==> config.mk <==
export PLATFORM = sky130hd
export DESIGN_NAME = smv_mac
export DESIGN_NICKNAME = d
export VERILOG_FILES = /design/src/hdl/smv_pkg.sv /design/src/hdl/smv_mac.sv
export SDC_FILE = /design/constraint.sdc
export NUM_CORES = 2
export LEC_CHECK = 0
export ABC_AREA = 1
export BUFFER_PORTS_ARGS = -buffer_cell sky130_fd_sc_hd__buf_2
export CAP_MARGIN = 20
export CORE_ASPECT_RATIO = 1.75
export CORE_UTILIZATION = 57
export DETAILED_ROUTE_END_ITERATION = 6
export PLACE_DENSITY = 0.8
export REMOVE_ABC_BUFFERS = 1
export SYNTH_ARGS = -nofsm -noshare
export SYNTH_HDL_FRONTEND = slang
export SYNTH_SLANG_ARGS = --single-unit
==> constraint.sdc <==
create_clock -name clk -period 9.45 [get_ports clk]
set_input_delay 0.945 -clock clk [delete_from_list [all_inputs] [get_ports clk]]
set_output_delay 0.945 -clock clk [all_outputs]
set_load 0.02 [all_outputs]
==> src/hdl/smv_pkg.sv <==
`timescale 1ns / 1ps
`default_nettype none
// ----------------------------------------------------------------------------
// smv_pkg
// Shared types, constants and saturating add for the sparse matrix-vector multiply unit.
// ----------------------------------------------------------------------------
package smv_pkg;

	// vector store geometry and value format
	localparam int VECTOR_DEPTH = 4096;
	localparam int VALUE_WIDTH  = 32;
	localparam int ADDR_W       = (VECTOR_DEPTH > 1) ? $clog2(VECTOR_DEPTH) : 1;
	localparam int PROD_W       = 2 * VALUE_WIDTH;

	// fixed field widths
	localparam int REQ_W   = 2;
	localparam int IDX_W   = 12;
	localparam int IN_W    = 32;
	localparam int ACC_W   = 64;
	localparam int LINE_W  = 12;
	localparam int DIM_W   = 13;
	localparam int CFG_I_W = 2;

	// request codes
	localparam logic [REQ_W-1:0] REQ_LOAD  = 2'd0;
	localparam logic [REQ_W-1:0] REQ_ENTRY = 2'd1;
	localparam logic [REQ_W-1:0] REQ_EMPTY = 2'd2;

	// configuration register indexes
	localparam logic [CFG_I_W-1:0] CFG_NUM_ROWS  = 2'd0;
	localparam logic [CFG_I_W-1:0] CFG_NUM_COLS  = 2'd1;
	localparam logic [CFG_I_W-1:0] CFG_TRANSPOSE = 2'd2;

	// operation carried down the pipeline
	typedef enum logic [1:0] {
		OP_NOP,
		OP_ENTRY,
		OP_CLOSE
	} op_t;

	typedef struct packed {
		logic valid;
		op_t  op;
		logic in_range;
		logic last;
	} pipe_ctl_t;

	// saturating signed add on the accumulator width
	function automatic logic [ACC_W-1:0] sat_add(input logic [ACC_W-1:0] a,
		input logic [ACC_W-1:0] b);
		logic [ACC_W:0] s;
		s = {a[ACC_W-1], a} + {b[ACC_W-1], b};
		if (s[ACC_W] != s[ACC_W-1]) begin
			return s[ACC_W] ? {1'b1, {(ACC_W-1){1'b0}}} : {1'b0, {(ACC_W-1){1'b1}}};
		end
		return s[ACC_W-1:0];
	endfunction

endpackage
`default_nettype wire

==> src/hdl/smv_mac.sv <==
`timescale 1ns / 1ps
`default_nettype none
// ----------------------------------------------------------------------------
// smv_mac
// Multiply stage, saturating line accumulator and result register.
// ----------------------------------------------------------------------------
module smv_mac (
	input  wire logic                            clk,
	input  wire logic                            arst_n,
	input  wire logic                            adv,
	input  wire smv_pkg::pipe_ctl_t              ctl_s1,
	input  wire logic [smv_pkg::VALUE_WIDTH-1:0] val_s1,
	input  wire logic [smv_pkg::VALUE_WIDTH-1:0] vec_s1,
	output      logic                            blocked,
	output      logic                            out_valid,
	input  wire logic                            out_ready,
	output      logic [smv_pkg::ACC_W-1:0]       line_sum,
	output      logic [smv_pkg::LINE_W-1:0]      line_number,
	output      logic                            index_error
);

	smv_pkg::pipe_ctl_t             ctl_s2;
	logic [smv_pkg::ACC_W-1:0]      prod_s2;
	logic [smv_pkg::ACC_W-1:0]      acc_q;
	logic                           err_q;
	logic [smv_pkg::LINE_W-1:0]     cnt_q;
	logic                           out_valid_q;
	logic [smv_pkg::ACC_W-1:0]      sum_q;
	logic [smv_pkg::LINE_W-1:0]     num_q;
	logic                           oerr_q;

	logic                           is_entry;
	logic                           ends;
	logic                           fire;
	logic [smv_pkg::ACC_W-1:0]      acc_nxt;
	logic                           err_nxt;
	logic signed [smv_pkg::PROD_W-1:0] prod;

	assign prod = $signed(val_s1) * $signed(vec_s1);

	always_ff @(posedge clk or negedge arst_n) begin
		if (!arst_n) begin
			ctl_s2 <= '0;
		end else if (adv) begin
			ctl_s2 <= ctl_s1;
		end
	end

	always_ff @(posedge clk) begin
		if (adv) begin
			prod_s2 <= smv_pkg::ACC_W'(prod);
		end
	end

	always_comb begin
		is_entry = (ctl_s2.op == smv_pkg::OP_ENTRY);
		ends     = (is_entry && ctl_s2.last) || (ctl_s2.op == smv_pkg::OP_CLOSE);
		blocked  = ctl_s2.valid && ends && out_valid_q && !out_ready;
		fire     = ctl_s2.valid && adv;
		acc_nxt  = (is_entry && ctl_s2.in_range) ? smv_pkg::sat_add(acc_q, prod_s2) : acc_q;
		err_nxt  = err_q || (is_entry && !ctl_s2.in_range);
	end

	always_ff @(posedge clk or negedge arst_n) begin
		if (!arst_n) begin
			acc_q       <= '0;
			err_q       <= 1'b0;
			cnt_q       <= '0;
			out_valid_q <= 1'b0;
		end else begin
			if (out_ready) begin
				out_valid_q <= 1'b0;
			end
			if (fire && ends) begin
				acc_q       <= '0;
				err_q       <= 1'b0;
				cnt_q       <= cnt_q + 1'b1;
				out_valid_q <= 1'b1;
			end else if (fire && is_entry) begin
				acc_q <= acc_nxt;
				err_q <= err_nxt;
			end
		end
	end

	always_ff @(posedge clk) begin
		if (fire && ends) begin
			sum_q  <= acc_nxt;
			num_q  <= cnt_q;
			oerr_q <= err_nxt;
		end
	end

	assign out_valid   = out_valid_q;
	assign line_sum    = sum_q;
	assign line_number = num_q;
	assign index_error = oerr_q;

endmodule
`default_nettype wire

; ---- After elaboration in Yosys (flattened, before gate mapping)
; Cells that the tools add are included.
; W data, S select, Z words.
[word_totals]
register_bits = 224
latchBits = 0
mem_bits_rw = 0
rom_bits = 0
inputBits = 73
out_inout_bits = 79
wordCells = 44
n_memories = 0
[op_classes]
addsub = 2
multipliers = 1
div_mod_pow = 0
magnitude_cmp = 0
n_eq_ne = 3
n_shift = 0
mux = 11
n_bitwise = 0
reduce_logical = 15
[op_table]
columns = op, n
row1 = $mux W64, 6
row2 = $add A64 B64 Y65, 1
row3 = $mul A32 B32 Y64, 1
row4 = $add A12 B1 Y12 const B, 1
row5 = $logic_and A1 B1 Y1, 9
row6 = $mux W1, 5
row7 = $reduce_bool A2 Y1, 2
row8 = $eq A2 B1 Y1 const B, 1
row9 = $eq A2 B2 Y1 const B, 1
row10 = $logic_not A1 Y1, 2
row11 = $logic_or A1 B1 Y1, 2
row12 = $ne A1 B1 Y1, 1

; ---- Logic depth before layout (Yosys ltp)
[depth]
word_depth = 7
mapped_depth = 31
depth_no_buf = 30

; ---- Worst setup path after synthesis
; OpenSTA, ideal clock, no wires.
[synth_timing]
path_kind = input to register
start = input port val_s1[31] in the netlist's numbering
end = register prod_s2[58] in the netlist's numbering, data pin
setup_ns = 0.260
arrival_time_ns = 7.605
required_ns = 9.190
path_slack_ns = 1.585
path_stages = 25
path_buffers = 1
path_cell_list = clkbuf_1 > nand2_1 > inv_1 > fa_1 > inv_1 > fa_1 > inv_1 > fa_1 > fa_1 > inv_1 > fa_1 > inv_1 > fa_1 > inv_1 > fa_1 > inv_1 > fa_1 > ha_1 > a21oi_1 > inv_1 > a21oi_1 > inv_1 > a221oi_1 > nand3_1 > xor2_1
[synth_between]
elab_chain_len = 1
[synth_lines]
columns = item, line_no
row1 = from (decl), smv_mac.sv:12  ; input wire logic [smv_pkg::VALUE_WIDTH-1:0] val_s1,
row2 = $mul A32 B32 Y64, smv_mac.sv:39  ; assign prod = $signed(val_s1) * $signed(vec_s1);
row3 = "net prod, one bit", smv_mac.sv:37  ; logic signed [smv_pkg::PROD_W-1:0] prod;
row4 = to (signal assigned), smv_mac.sv:51  ; prod_s2 <= smv_pkg::ACC_W'(prod);
row5 = to (decl), smv_mac.sv:23  ; logic [smv_pkg::ACC_W-1:0] prod_s2;
; The timed path passes the listed nets, and every way through them passes these cells.
; A chain may end at the register's enable or synchronous reset.

; ---- Worst setup path in the final report
[layout_timing]
start = input port val_s1[19] in the netlist's numbering
end = register prod_s2[63] in the netlist's numbering, data pin
; The elaborated chain is that of the path after synthesis.

==> impl_results.md <==
* Outcome: completed
* Total Nets Final at 7819
* Post-synth design cell area at 51300 um^2
* Fraction of final layout cells sized beyond drive strength 1 at 5.82%
* First-pass GRT wire length at 265000 um
* Number of buffers added to fix hold violations after cts at 0
* Maximum net fanout on the critical path at 13
* Horiz. Die Dim at 229 um
* Fin cells at 7604
* Worst-case clock skew at 0.0547 ns
* Post-synthesis async set-or-reset flop share at 37.1%
* Fmax at 119 MHz
* Root buf cell: clkbuf_16
* Count of warnings emitted by yosys at 0
* Worst reg2reg path endpoint: line_sum[38]
* Insertion delay to the later sink of the worst-skew pair at 0.57 ns
* Overall die area at 91300 um^2
* Setup_tns at 0 ns
* Via count at 42.4k
* Category of the critical setup timing path: primary input to flip-flop
* Number of global-route vias before repair at 47.0k
* Cell area after layout at 53900 um^2
* Initial antenna violation count at 4
* CTS clock-pin slew for the worst setup and hold paths at 0.09 ns
* R2r startpoint: acc_q[55]
* Endpoint kind of the worst setup timing path: flip-flop
* Post-placement cell count at 7568
* CTS buffer count at 19
* CP startpoint kind: primary input
* Port Buffer Count at 151
* Final number of setup-violating endpoints at 0
* RSZ-0062 raised after global routing: no
* Cell mode on critical path: fa_1
* Clock period minus worst slack at 8.37 ns
* Delay contributed by the slowest stage of the critical path at 0.74 ns
* Measured slew at the worst slew-check pin at 1.11 ns
* Main synth FF type: edfxtp_1
* EDFF count, synth at 141
* Routed wire length at 174000 um
* Post-route fraction of the period consumed by the critical path at 88.6%
* Hold Path Class: primary input to async pin
* Area share of fa/ha/maj cells after synthesis at 48.3%
* Post-synthesis share of cell area spent on and, or, nand and nor gates at 18.3%
* Number of unique standard cell types used by synthesis at 47
* Cell depth of the worst flop-to-flop path at 15
* Maximum capacitance violations at 0
* Critical path, cell by cell: buf_2, buf_4, nand2_1, inv_1, fa_1, fa_1, inv_1, fa_1, fa_1, inv_1, fa_1, fa_1, fa_1, fa_1, ha_1, nand2_1, nor2_1, nand2_1, o21ai_0, nand2_1, nand3_1, a21oi_1, nand3_1, nand2_1
* Post-synthesis area per instance at 8.04 um^2
* Xor/xnor cell area share of the yosys netlist at 2.01%
* Routed via count divided by cell count at 5.58
* Number of endpoints with negative hold slack in the final report at 0
* Slew Limit Headroom at 26.3%
* Library cell contributing the largest single delay on the critical path: fa_1
* Final count of pins violating max slew at 0
* Number of rows in the core area at 145
* Reg-to-reg slack, setup at 4.93 ns
* Largest family of logic cells by synthesized area: adder cells
* Residual DRC at 0
* H-tree level count at 1
* CTS tree: built
* Max Buffers Root-to-Sink at 3
* Data arrival time of the critical path at 8.68 ns
* Total congestion overflow after global routing at 0
* Fillcell total at 7896
* Remaining antenna violation count at 0
* Number of gates given a new drive strength after cts at 0
* Die Y-Extent at 399 um
* Pin count of the biggest net entering global routing at 90
* Post-synthesis mux area share at 0.0219%
* Total placed instance area at 53300 um^2
* Required time of the critical path at 9.76 ns
* Area delta synth->final at 5.11%
* Crit path max-delay family: adder cells
* I/O pin count at 152
* Part of the Yosys area used for sequential elements at 12.3%
* Initial cell density of the core at 57.5%
* Synthesis-stage register bit count at 224
* Total global routing track utilization at 39.5%
* Drt initial violations at 3052
* Core Area at 89300 um^2
* Fraction of the mapped netlist area in compound gates at 4.46%
* Placer's final routability congestion estimate at 1.06
* Post-Syn Instances at 6384
* Clock net sink count at 224
* Setup repair bufs after CTS at 0
* CP Buf/Inv Count at 5
* Stages on the worst setup path at 24
* Average wire length per cell after detail routing at 22.9 um
* Post-DP HPWL at 139000 um
* Detailed Routing Iterations Pass 1 at 6
cell usage after synthesis, types with 10 or more instances:
cell | instances | area (um^2)
a21boi_0 | 26 | 195
a21boi_1 | 41 | 308
a21o_1 | 11 | 82.6
a21oi_1 | 167 | 836
a31oi_1 | 16 | 100
buf_6 | 11 | 124
clkbuf_1 | 207 | 777
dfrtp_1 | 83 | 2080
edfxtp_1 | 141 | 4230
fa_1 | 1083 | 21700
ha_1 | 249 | 3120
inv_1 | 1733 | 6500
nand2_1 | 1773 | 6660
nand3_1 | 162 | 811
nand4_1 | 16 | 100
nor2_1 | 265 | 995
nor3_1 | 21 | 105
nor4_1 | 10 | 62.6
o21ai_0 | 86 | 430
o21bai_1 | 24 | 180
or2_2 | 70 | 438
xnor2_1 | 37 | 324
xor2_1 | 81 | 709
per-stage QoR:
| step | setup WS [ns] | hold slack (ns) | utilization (%) |
|---|---|---|---|
| finish | 1.08 | 0.332 | 60.4 |
| global placement | 0.834 | 0.440 | 59.7 |
| CTS | 1.39 | 0.338 | 60.4 |
| global route | 0.750 | 0.367 | 60.4 |
| floorplan | 1.55 | 0.425 | - |
| detailed placement | 0.785 | 0.435 | 59.7 |
layer usage:
layer	GRT usage, %	wire length [um]	vias up
li1	-	-	18413
met3	8.29	14200	1043
met5	0	43	-
met4	41.2	22300	6
met1	36.3	50300	20633
met2	70.1	87600	2321
worst max-delay path by stage:
stage	slack (ns)	from	endpoint
global route	0.75	val_s1[31]	prod_s2[56]
finish	1.08	val_s1[19]	prod_s2[63]
detailed placement	0.78	val_s1[31]	prod_s2[55]
floorplan	1.55	adv	cnt_q[11]
CTS	1.39	val_s1[31]	prod_s2[55]
global placement	0.83	val_s1[31]	prod_s2[55]
layout by cell type (no fill, tap or decap), types with 83 or more instances in the layout:
cell / n
edfxtp_1: 141
dfrtp_1: 83
nand2_1: 1772
a21oi_1: 166
nand3_1: 161
nor2_1: 264
inv_1: 1733
o21ai_0: 86
ha_1: 249
buf_4: 89
buf_2: 151
fa_1: 1083
logic make-up after synthesis:
family / count (synthesis)
AND/OR/NAND/NOR: 2347
buffers and inverters: 1971
flip-flops: 224
multiplexers: 1
XOR/XNOR: 118
AO/OA/AOI/OAI: 391
adder cells (fa/ha/maj): 1332
layout make-up:
cell class / count / area (um^2) / share of cell area, %
multi-input cells: 4189 / 37500 / 69.6
inverters: 1739 / 6530 / 12.1
flip-flops and latches: 224 / 6310 / 11.7
well taps: 1176 / 1470 / 2.73
repair buffers: 241 / 1430 / 2.65
clock buffers: 24 / 556 / 1.03
clock inverters: 10 / 96.3 / 0.179
diodes: 1 / 2.50 / 0.00464
sequential cells by signal, summed over array words and instances, names as in the netlist:
signal and flops:
acc_q 64, cnt_q 12, ctl_s2 5, err_q 1
index_error 1, line_number 12, line_sum 64, out_valid 1
prod_s2 64
worst register-to-register path, delay by kind of cell (launching register included):
kind	cells	cell delay (ns)
flip-flops	1	0.40
buffers and inverters	2	1.09
adder cells (fa/ha/maj)	1	0.38
AO/OA/AOI/OAI	4	1.50
AND/OR/NAND/NOR	8	0.81
Power is not shown: default switching activity piles up to over one toggle a cycle in this logic, so the estimate is an artifact.
